===== config.mk =====
export PLATFORM = sky130hd
export DESIGN_NAME = gait_aware_velocity_slew_limiter_flat
export DESIGN_NICKNAME = d
export VERILOG_FILES = /design/src/hw/rtl/gavsl_pkg.sv /design/src/hw/rtl/gavsl_if.sv /design/src/hw/rtl/gait_aware_velocity_slew_limiter.sv /design/src/hw/rtl/gavsl_axis.sv /design/src/flat_wrapper.sv
export VERILOG_INCLUDE_DIRS = /design/src /design/src/hw/rtl
export SDC_FILE = /design/constraint.sdc
export NUM_CORES = 1
export LEC_CHECK = 0
export BUFFER_PORTS_ARGS = -buffer_cell sky130_fd_sc_hd__buf_2
export CELL_PAD_IN_SITES_DETAIL_PLACEMENT = 1
export CELL_PAD_IN_SITES_GLOBAL_PLACEMENT = 2
export CORE_AREA = 5 5 258 260
export CTS_CLUSTER_DIAMETER = 100
export DETAILED_ROUTE_END_ITERATION = 10
export DIE_AREA = 0 0 263 265
export MAX_ROUTING_LAYER = met4
export PLACE_DENSITY_LB_ADDON = 0.2
export SETUP_SLACK_MARGIN = 0.5
export SYNTH_ARGS = -nofsm -noshare
export SYNTH_HDL_FRONTEND = slang
export SYNTH_SLANG_ARGS = --single-unit

===== constraint.sdc =====
create_clock -name clk -period 9.4 [get_ports clk]
set_input_delay 0.94 -clock clk [delete_from_list [all_inputs] [get_ports clk]]
set_output_delay 0.94 -clock clk [all_outputs]
set_load 0.005 [all_outputs]

===== src/hw/rtl/gait_aware_velocity_slew_limiter_assert.svh =====
// Assertion macros for the velocity slew limiter.
// Needs nothing but a clock and an active-low reset in the including scope.
`ifndef GAIT_AWARE_VELOCITY_SLEW_LIMITER_ASSERT_SVH
`define GAIT_AWARE_VELOCITY_SLEW_LIMITER_ASSERT_SVH

// same-cycle implication
`define GAVSL_ASSERT_NOW(label, clk, rst_n, ante, cons, msg) \
	label: assert property (@(posedge clk) disable iff (!rst_n) (ante) |-> (cons)) \
		else $error(msg);

// next-cycle implication
`define GAVSL_ASSERT_NEXT(label, clk, rst_n, ante, cons, msg) \
	label: assert property (@(posedge clk) disable iff (!rst_n) (ante) |=> (cons)) \
		else $error(msg);

`endif


===== src/hw/rtl/gavsl_pkg.sv =====
// Shared types and constants for the velocity slew limiter.
// No dependencies; used by the interfaces, the axis unit and the top level.
package gavsl_pkg;

	localparam int VEL_WIDTH = 16;
	localparam int MAG_WIDTH = VEL_WIDTH - 1;
	localparam int LEG_COUNT = 4;
	localparam int CFG_IDX_WIDTH = 3;

	localparam logic signed [VEL_WIDTH-1:0] VEL_MOST_NEG = {1'b1, {MAG_WIDTH{1'b0}}};
	localparam logic [MAG_WIDTH-1:0] MAG_ALL_ONES = {MAG_WIDTH{1'b1}};
	localparam logic [LEG_COUNT-1:0] ALL_STANCE = {LEG_COUNT{1'b1}};

	typedef enum logic {
		OP_CMD  = 1'b0,
		OP_TICK = 1'b1
	} op_t;

	typedef enum logic [CFG_IDX_WIDTH-1:0] {
		REG_LIMIT_X      = 3'd0,
		REG_LIMIT_Y      = 3'd1,
		REG_LIMIT_YAW    = 3'd2,
		REG_LINEAR_STEP  = 3'd3,
		REG_ANGULAR_STEP = 3'd4
	} reg_idx_t;

	// per-axis results: clamped command, slewed next velocity and over-limit flag
	typedef struct packed {
		logic signed [VEL_WIDTH-1:0] clamped;
		logic signed [VEL_WIDTH-1:0] next;
		logic                        over;
	} axis_res_t;

endpackage


===== src/hw/rtl/gavsl_if.sv =====
// Valid/ready channel interfaces for the velocity slew limiter.
// Depends on gavsl_pkg for field widths.
interface gavsl_in_if
	import gavsl_pkg::*;
();
	logic                        valid;
	logic                        ready;
	logic                        op;
	logic signed [VEL_WIDTH-1:0] cmd_x;
	logic signed [VEL_WIDTH-1:0] cmd_y;
	logic signed [VEL_WIDTH-1:0] cmd_yaw;
	logic [LEG_COUNT-1:0]        stance_bits;

	modport source (output valid, op, cmd_x, cmd_y, cmd_yaw, stance_bits, input ready);
	modport sink (input valid, op, cmd_x, cmd_y, cmd_yaw, stance_bits, output ready);
endinterface

interface gavsl_out_if
	import gavsl_pkg::*;
();
	logic                        valid;
	logic                        ready;
	logic signed [VEL_WIDTH-1:0] vel_x;
	logic signed [VEL_WIDTH-1:0] vel_y;
	logic signed [VEL_WIDTH-1:0] vel_yaw;
	logic                        over_limit;
	logic                        stop_held;
	logic                        touched_down;

	modport source (output valid, vel_x, vel_y, vel_yaw, over_limit, stop_held, touched_down,
		input ready);
	modport sink (input valid, vel_x, vel_y, vel_yaw, over_limit, stop_held, touched_down,
		output ready);
endinterface


===== src/hw/rtl/gait_aware_velocity_slew_limiter.sv =====
// Channel | dir | word
// --------+-----+---------------------------------------------------------
// in_ch   | in  | op, cmd_x, cmd_y, cmd_yaw, stance_bits
// out_ch  | out | vel_x, vel_y, vel_yaw, over_limit, stop_held, touched_down
// cfg_*   | in  | write enable, register index, 15-bit data
// One word per clock while out_ch is not stalled: input register, one pass of clamp/slew
// logic, result register. State updates as a word moves from the input register to the
// result register.
// A stalled result register holds the input register; in_ch.ready drops only when both
// are full and out_ch is stalled.
// arst_n clears state, limits to full scale and steps to zero.
// Depends on gavsl_pkg, gavsl_if and gavsl_axis.
`include "gait_aware_velocity_slew_limiter_assert.svh"

module gait_aware_velocity_slew_limiter
	import gavsl_pkg::*;
(
	input  logic                     clk,
	input  logic                     arst_n,
	input  logic                     cfg_we,
	input  logic [CFG_IDX_WIDTH-1:0] cfg_idx,
	input  logic [MAG_WIDTH-1:0]     cfg_wdata,
	gavsl_in_if.sink                 in_ch,
	gavsl_out_if.source              out_ch
);

	// configuration
	logic [MAG_WIDTH-1:0] lim_x_q, lim_y_q, lim_yaw_q, lin_step_q, ang_step_q;

	// block state
	logic signed [VEL_WIDTH-1:0] cur_x_q, cur_y_q, cur_yaw_q;
	logic signed [VEL_WIDTH-1:0] tgt_x_q, tgt_y_q, tgt_yaw_q;
	logic [LEG_COUNT-1:0]        prior_stance_q;
	logic                        td_seen_q;

	// input register
	logic                        valid_s1;
	logic                        op_s1;
	logic signed [VEL_WIDTH-1:0] cmd_x_s1, cmd_y_s1, cmd_yaw_s1;
	logic [LEG_COUNT-1:0]        stance_s1;

	// result register
	logic                        valid_s2;
	logic signed [VEL_WIDTH-1:0] vel_x_s2, vel_y_s2, vel_yaw_s2;
	logic                        over_s2, held_s2, td_s2;

	axis_res_t res_x, res_y, res_yaw;
	logic      adv, is_tick, moving, stopping, footing_ok, hold, edge_det;

	always_ff @(posedge clk or negedge arst_n) begin
		if (!arst_n) begin
			lim_x_q    <= MAG_ALL_ONES;
			lim_y_q    <= MAG_ALL_ONES;
			lim_yaw_q  <= MAG_ALL_ONES;
			lin_step_q <= '0;
			ang_step_q <= '0;
		end else if (cfg_we) begin
			unique case (reg_idx_t'(cfg_idx))
				REG_LIMIT_X:      lim_x_q    <= cfg_wdata;
				REG_LIMIT_Y:      lim_y_q    <= cfg_wdata;
				REG_LIMIT_YAW:    lim_yaw_q  <= cfg_wdata;
				REG_LINEAR_STEP:  lin_step_q <= cfg_wdata;
				REG_ANGULAR_STEP: ang_step_q <= cfg_wdata;
				default: ;
			endcase
		end
	end

	assign adv         = valid_s1 && (!valid_s2 || out_ch.ready);
	assign in_ch.ready = !valid_s1 || adv;

	always_ff @(posedge clk or negedge arst_n) begin
		if (!arst_n) begin
			valid_s1 <= 1'b0;
		end else if (in_ch.ready) begin
			valid_s1 <= in_ch.valid;
		end
	end

	always_ff @(posedge clk) begin
		if (in_ch.valid && in_ch.ready) begin
			op_s1      <= in_ch.op;
			cmd_x_s1   <= in_ch.cmd_x;
			cmd_y_s1   <= in_ch.cmd_y;
			cmd_yaw_s1 <= in_ch.cmd_yaw;
			stance_s1  <= in_ch.stance_bits;
		end
	end

	gavsl_axis u_axis_x (
		.cmd(cmd_x_s1), .limit(lim_x_q), .cur(cur_x_q), .tgt(tgt_x_q),
		.step(lin_step_q), .res(res_x)
	);
	gavsl_axis u_axis_y (
		.cmd(cmd_y_s1), .limit(lim_y_q), .cur(cur_y_q), .tgt(tgt_y_q),
		.step(lin_step_q), .res(res_y)
	);
	gavsl_axis u_axis_yaw (
		.cmd(cmd_yaw_s1), .limit(lim_yaw_q), .cur(cur_yaw_q), .tgt(tgt_yaw_q),
		.step(ang_step_q), .res(res_yaw)
	);

	assign is_tick    = (op_s1 == OP_TICK);
	assign moving     = (cur_x_q != '0) || (cur_y_q != '0) || (cur_yaw_q != '0);
	assign stopping   = (res_x.next == '0) && (res_y.next == '0) && (res_yaw.next == '0);
	assign footing_ok = td_seen_q || (prior_stance_q == ALL_STANCE);
	// a stop is held until a foot lands or all legs were in stance at the prior tick
	assign hold       = moving && stopping && !footing_ok;
	assign edge_det   = |(stance_s1 & ~prior_stance_q);

	always_ff @(posedge clk or negedge arst_n) begin
		if (!arst_n) begin
			cur_x_q        <= '0;
			cur_y_q        <= '0;
			cur_yaw_q      <= '0;
			tgt_x_q        <= '0;
			tgt_y_q        <= '0;
			tgt_yaw_q      <= '0;
			prior_stance_q <= '0;
			td_seen_q      <= 1'b0;
		end else if (adv) begin
			if (is_tick) begin
				if (!hold) begin
					cur_x_q   <= res_x.next;
					cur_y_q   <= res_y.next;
					cur_yaw_q <= res_yaw.next;
				end
				prior_stance_q <= stance_s1;
				td_seen_q      <= edge_det;
			end else begin
				tgt_x_q   <= res_x.clamped;
				tgt_y_q   <= res_y.clamped;
				tgt_yaw_q <= res_yaw.clamped;
			end
		end
	end

	always_ff @(posedge clk or negedge arst_n) begin
		if (!arst_n) begin
			valid_s2 <= 1'b0;
		end else if (adv) begin
			valid_s2 <= 1'b1;
		end else if (out_ch.ready) begin
			valid_s2 <= 1'b0;
		end
	end

	always_ff @(posedge clk) begin
		if (adv) begin
			if (is_tick && !hold) begin
				vel_x_s2   <= res_x.next;
				vel_y_s2   <= res_y.next;
				vel_yaw_s2 <= res_yaw.next;
			end else begin
				vel_x_s2   <= cur_x_q;
				vel_y_s2   <= cur_y_q;
				vel_yaw_s2 <= cur_yaw_q;
			end
			over_s2 <= !is_tick && (res_x.over || res_y.over || res_yaw.over);
			held_s2 <= is_tick && hold;
			td_s2   <= is_tick && edge_det;
		end
	end

	assign out_ch.valid        = valid_s2;
	assign out_ch.vel_x        = vel_x_s2;
	assign out_ch.vel_y        = vel_y_s2;
	assign out_ch.vel_yaw      = vel_yaw_s2;
	assign out_ch.over_limit   = over_s2;
	assign out_ch.stop_held    = held_s2;
	assign out_ch.touched_down = td_s2;

	`GAVSL_ASSERT_NEXT(a_hold_keeps_vel, clk, arst_n, adv && is_tick && hold,
		$stable(cur_x_q) && $stable(cur_y_q) && $stable(cur_yaw_q), "held tick moved velocity")
	`GAVSL_ASSERT_NEXT(a_td_matches, clk, arst_n, adv && is_tick,
		td_seen_q == td_s2, "touchdown flag and result disagree")
	`GAVSL_ASSERT_NOW(a_flag_groups, clk, arst_n, valid_s2,
		!(over_s2 && (held_s2 || td_s2)), "command and tick flags set together")
	`GAVSL_ASSERT_NOW(a_vel_range, clk, arst_n, 1'b1,
		cur_x_q != VEL_MOST_NEG && cur_y_q != VEL_MOST_NEG && cur_yaw_q != VEL_MOST_NEG,
		"velocity reached most negative code")
	`GAVSL_ASSERT_NEXT(a_s1_holds, clk, arst_n, valid_s1 && !adv,
		valid_s1, "input register lost a word")

endmodule


===== src/hw/rtl/gavsl_axis.sv =====
// One velocity axis: clamp of a command to +/-limit and one slew step of the current
// value toward the target, landing on it when within a step or when step is zero. Depends on gavsl_pkg.
module gavsl_axis
	import gavsl_pkg::*;
(
	input  logic signed [VEL_WIDTH-1:0] cmd,
	input  logic [MAG_WIDTH-1:0]        limit,
	input  logic signed [VEL_WIDTH-1:0] cur,
	input  logic signed [VEL_WIDTH-1:0] tgt,
	input  logic [MAG_WIDTH-1:0]        step,
	output axis_res_t                   res
);

	logic signed [VEL_WIDTH:0] cmd_w;
	logic signed [VEL_WIDTH:0] lim_w;
	logic signed [VEL_WIDTH:0] neg_lim_w;
	logic signed [VEL_WIDTH:0] cur_w;
	logic signed [VEL_WIDTH:0] diff_w;
	logic signed [VEL_WIDTH:0] step_w;
	logic signed [VEL_WIDTH:0] neg_step_w;
	logic signed [VEL_WIDTH:0] up_w;
	logic signed [VEL_WIDTH:0] down_w;
	logic                      near;

	assign cmd_w      = {cmd[VEL_WIDTH-1], cmd};
	assign lim_w      = signed'({2'b00, limit});
	assign neg_lim_w  = -lim_w;
	assign cur_w      = {cur[VEL_WIDTH-1], cur};
	assign diff_w     = {tgt[VEL_WIDTH-1], tgt} - cur_w;
	assign step_w     = signed'({2'b00, step});
	assign neg_step_w = -step_w;
	assign up_w       = cur_w + step_w;
	assign down_w     = cur_w - step_w;
	assign near       = (diff_w <= step_w) && (diff_w >= neg_step_w);

	always_comb begin
		res.over    = 1'b0;
		res.clamped = cmd;
		if (cmd_w > lim_w) begin
			res.over    = 1'b1;
			res.clamped = lim_w[VEL_WIDTH-1:0];
		end else if (cmd_w < neg_lim_w) begin
			res.over    = 1'b1;
			res.clamped = neg_lim_w[VEL_WIDTH-1:0];
		end

		// zero step jumps straight to the target
		if (step == '0 || near) begin
			res.next = tgt;
		end else if (diff_w > 0) begin
			res.next = up_w[VEL_WIDTH-1:0];
		end else begin
			res.next = down_w[VEL_WIDTH-1:0];
		end
	end

endmodule

===== src/flat_wrapper.sv =====
// flat-port wrapper written by rule: the top's interface ports become plain ports
module gait_aware_velocity_slew_limiter_flat import gavsl_pkg::*;
  (clk, arst_n, cfg_we, cfg_idx, cfg_wdata, in_ch_valid, in_ch_op, in_ch_cmd_x, in_ch_cmd_y, in_ch_cmd_yaw, in_ch_stance_bits, in_ch_ready, out_ch_valid, out_ch_vel_x, out_ch_vel_y, out_ch_vel_yaw, out_ch_over_limit, out_ch_stop_held, out_ch_touched_down, out_ch_ready);
  gavsl_in_if in_ch_i ();
  gavsl_out_if out_ch_i ();
  input  logic clk;
  input  logic arst_n;
  input  logic cfg_we;
  input  logic [CFG_IDX_WIDTH-1:0] cfg_idx;
  input  logic [MAG_WIDTH-1:0] cfg_wdata;
  input wire logic [$bits(in_ch_i.valid)-1:0] in_ch_valid;
  input wire logic [$bits(in_ch_i.op)-1:0] in_ch_op;
  input wire logic [$bits(in_ch_i.cmd_x)-1:0] in_ch_cmd_x;
  input wire logic [$bits(in_ch_i.cmd_y)-1:0] in_ch_cmd_y;
  input wire logic [$bits(in_ch_i.cmd_yaw)-1:0] in_ch_cmd_yaw;
  input wire logic [$bits(in_ch_i.stance_bits)-1:0] in_ch_stance_bits;
  output wire logic [$bits(in_ch_i.ready)-1:0] in_ch_ready;
  output wire logic [$bits(out_ch_i.valid)-1:0] out_ch_valid;
  output wire logic [$bits(out_ch_i.vel_x)-1:0] out_ch_vel_x;
  output wire logic [$bits(out_ch_i.vel_y)-1:0] out_ch_vel_y;
  output wire logic [$bits(out_ch_i.vel_yaw)-1:0] out_ch_vel_yaw;
  output wire logic [$bits(out_ch_i.over_limit)-1:0] out_ch_over_limit;
  output wire logic [$bits(out_ch_i.stop_held)-1:0] out_ch_stop_held;
  output wire logic [$bits(out_ch_i.touched_down)-1:0] out_ch_touched_down;
  input wire logic [$bits(out_ch_i.ready)-1:0] out_ch_ready;
  assign in_ch_i.valid = in_ch_valid;
  assign in_ch_i.op = in_ch_op;
  assign in_ch_i.cmd_x = in_ch_cmd_x;
  assign in_ch_i.cmd_y = in_ch_cmd_y;
  assign in_ch_i.cmd_yaw = in_ch_cmd_yaw;
  assign in_ch_i.stance_bits = in_ch_stance_bits;
  assign in_ch_ready = in_ch_i.ready;
  assign out_ch_valid = out_ch_i.valid;
  assign out_ch_vel_x = out_ch_i.vel_x;
  assign out_ch_vel_y = out_ch_i.vel_y;
  assign out_ch_vel_yaw = out_ch_i.vel_yaw;
  assign out_ch_over_limit = out_ch_i.over_limit;
  assign out_ch_stop_held = out_ch_i.stop_held;
  assign out_ch_touched_down = out_ch_i.touched_down;
  assign out_ch_i.ready = out_ch_ready;
  gait_aware_velocity_slew_limiter u_core (.clk(clk), .arst_n(arst_n), .cfg_we(cfg_we), .cfg_idx(cfg_idx), .cfg_wdata(cfg_wdata), .in_ch(in_ch_i), .out_ch(out_ch_i));
endmodule

==> run metrics <==
Setup CP Type=register to register; Die X=roughly 260 µm; Worst-Skew Late Latency=between 500 and 600 ps; post-route ant nets=0; achievable frequency=0.1244 GHz; Slew Viols, Final=0; status=finished, final reports clean; grt ovf=0; met2 Use GR=40.87%; io pins=129; Syn Nets=~3200; Ys Warns=0; CTS root buffer=clkbuf_16; Top delay family on crit path=simple AND/OR/NAND/NOR gates; Yosys reg bits=282; crit path launch type=register; Slowest-stage cell, CP=or4_1; ys async rst share=63.12%; Least-Margin Pin Slew=between 900 and 1000 ps; # rows=93; Syn Inst Count=2876; period utilization=85.51%; Starting Density=around two fifths; Post-CTS Hold Fix Bufs=0; RSZ-0062 raised after global routing=false; First-pass DRT Iterations=6; dpl hpwl=76.08 mm; Hold Violations, Final=0; Nets=about 3300; syn avg cell area=roughly 8.6 µm²; Layout area overhead=11.47%; final setup fails=0; Total GRT Usage=27.35%; CTS-repair resized insts=0; Num CTS Buffers=39; Die Y=265 µm; Final Critical Period=8038 ps; Worst-path clk slew=60 ps; Post-Route Skew=17.65 ps; clk sinks=282; Required @ worst endpoint=9710 ps; postcts setup bufs=0; sequential-to-total area share from yosys stat=a little under a third; die area=roughly 70000 µm²; GRT Max-Usage Layer=met2; antenna violations before repair=3; Max FO, Critical Path=24; largest net degree at the start of global routing=70; slew margin rel.=32.72%; Max Cap Viol=0; grt met3 use=under 10%; CTS tree=done; top_reg_cell synth=dfrtp_1; crit path capture type=register; CP most frequent cell=or4_1; Core ar.=approximately 64000 µm²; routability congestion estimate=0.9295; Iter 0 DRT Violations=1685; first-pass GRT wire length=around 150 mm; share of cells above drive strength 1=about an eighth; number of global-route vias before repair=23690; Post-Syn Area=around 25000 µm²; final wirelength=96.47 mm; CTS max path bufs=3; port bufs=128; DR vias=22970; number of flops mapped to enable cells by yosys=104; DR vias/cell=5.981; Buf/Inv on CP=3; crit path cell chain=inv_1, ha_1, nand2b_1, a211o_1, o21ai_1, a21oi_1, or4_1, or3b_2, o21ai_2, buf_4, o21ai_0, fa_1, nor2b_1, o211ai_1, a211oi_1, nor2_1, xnor2_1, or4_1, or4_1, or4b_1, a211oi_2, a41oi_4, buf_4, mux2i_1; Worst Hold Class=input port to async pin; Synth cell types=84; max incr delay on CP=around 640 ps; Worst EP arrival=roughly 8400 ps; setup_tns=0 ps; routed len/inst=25.12 µm; GR Util met1=between 30% and 40%; H-tree depth=2; # DRC=0
## synth_stat cells (all sizes together), types with 63 or more instances
cell type | count | area share, %
nand4 | 93 | 2.4
inv | 211 | 3.2
ha | 286 | 14
clkbuf | 111 | 1.7
a21o | 63 | 1.9
dfrtp | 133 | 13
a21oi | 152 | 3.1
nand3 | 101 | 2.0
edfxtp | 104 | 13
nor2 | 183 | 2.8
o21ai | 219 | 4.6
nand2 | 290 | 4.4
xnor2 | 136 | 4.8
## worst reg2reg max path: cells and delay by family (launching register included)
family	cells	cell delay (ps)
simple gates	8	2970
xor+xnor	1	190
buf+inv	3	720
fa+ha+maj	2	840
flops	1	480
compound gates	9	2410
mux	1	170
## logic make-up after synthesis
| family | after synthesis | synth area share [%] |
|---|---|---|
| muxes | 97 | 4.232 |
| adders and majority gates | 292 | 14.95 |
| buffers and inverters | 336 | 5.229 |
| DFF | 282 | 30.85 |
| and+or+nand+nor | 960 | 19.15 |
| AOI/OAI and AO/OA | 754 | 20.10 |
| xor gates and xnor gates | 155 | 5.486 |
## registers in the layout (all words and copies together), names as in the netlist, 4 cells and up
register	flops
u_core.prior_stance_q	4
u_core.tgt_yaw_q	16
u_core.cmd_yaw_s1	16
u_core.out_ch.vel_yaw	16
u_core.lim_x_q	15
u_core.cur_yaw_q	16
u_core.ang_step_q	15
u_core.cur_y_q	16
u_core.cur_x_q	16
u_core.tgt_x_q	16
u_core.stance_s1	4
u_core.cmd_x_s1	16
u_core.lin_step_q	15
u_core.out_ch.vel_y	16
u_core.tgt_y_q	16
u_core.lim_yaw_q	15
u_core.out_ch.vel_x	16
u_core.lim_y_q	15
u_core.cmd_y_s1	16
## layout make-up
type | count | area (µm²)
diodes | 1 | 2.502
clock buffers | 59 | 1131
clock inverters | 13 | 166.4
fillers | 7511 | 36300
inverters | 211 | 792.0
multi-input cells | 2258 | 15890
flip-flops and latches | 282 | 7634
well taps | 855 | 1070
repair buffers | 161 | 897.1
## final timing paths
| path | startpoint | to | slack (ps) | cells past startpoint |
|---|---|---|---|---|
| setup / recovery | u_core.cur_x_q[1]$_DFFE_PN0P_ | u_core.out_ch.vel_yaw[1]$_DFFE_PP_ | 1360 | 24 |
| hold / removal | arst_n | u_core.cur_y_q[7]$_DFFE_PN0P_ | 350 | 1 |
| setup reg to reg | u_core.cur_x_q[1]$_DFFE_PN0P_ | u_core.out_ch.vel_yaw[1]$_DFFE_PP_ | 1360 | 24 |
| hold reg to reg | u_core.td_seen_q$_DFFE_PN0P_ | u_core.td_seen_q$_DFFE_PN0P_ | 490 | 2 |
| max in group asynchronous | arst_n | u_core.tgt_y_q[14]$_DFFE_PN0P_ | 6840 | 3 |
| min in group clk | u_core.td_seen_q$_DFFE_PN0P_ | u_core.td_seen_q$_DFFE_PN0P_ | 490 | 2 |
## metal layers
metal	part of all wire (%)	routed length (µm)	vias to the layer above
met5	0	0	-
met4	3.4	3259	0
met3	5.9	5732	139
met2	43	41510	651
met1	48	45970	11470
li1	-	-	10710
## placed cells by master, fill, tap and decap left out, types with 104 or more instances in the layout
| cell | count |
|---|---|
| a21oi_1 | 152 |
| buf_2 | 127 |
| dfrtp_1 | 133 |
| edfxtp_1 | 104 |
| ha_1 | 286 |
| inv_1 | 210 |
| nand2_1 | 289 |
| nor2_1 | 179 |
| o21ai_0 | 173 |
| xnor2_1 | 136 |
## per-stage QoR
step	hold WS (ps)	cell area (µm²)	utilization (%)	setup slack (ps)	instances
6_report	347.4	27580	43.18	1362	3840
3_5_place_dp	472.6	26280	41.14	1416	3767
4_1_cts	342.6	27580	43.17	1397	3839
3_3_place_gp	466.6	26280	41.14	1496	3767
5_1_grt	364.7	27580	43.18	993.3	3840
2_1_floorplan	446.7	24740	-	2512	2876
Power is not shown: default switching activity piles up to over one toggle a cycle in this logic, so the estimate is an artifact.
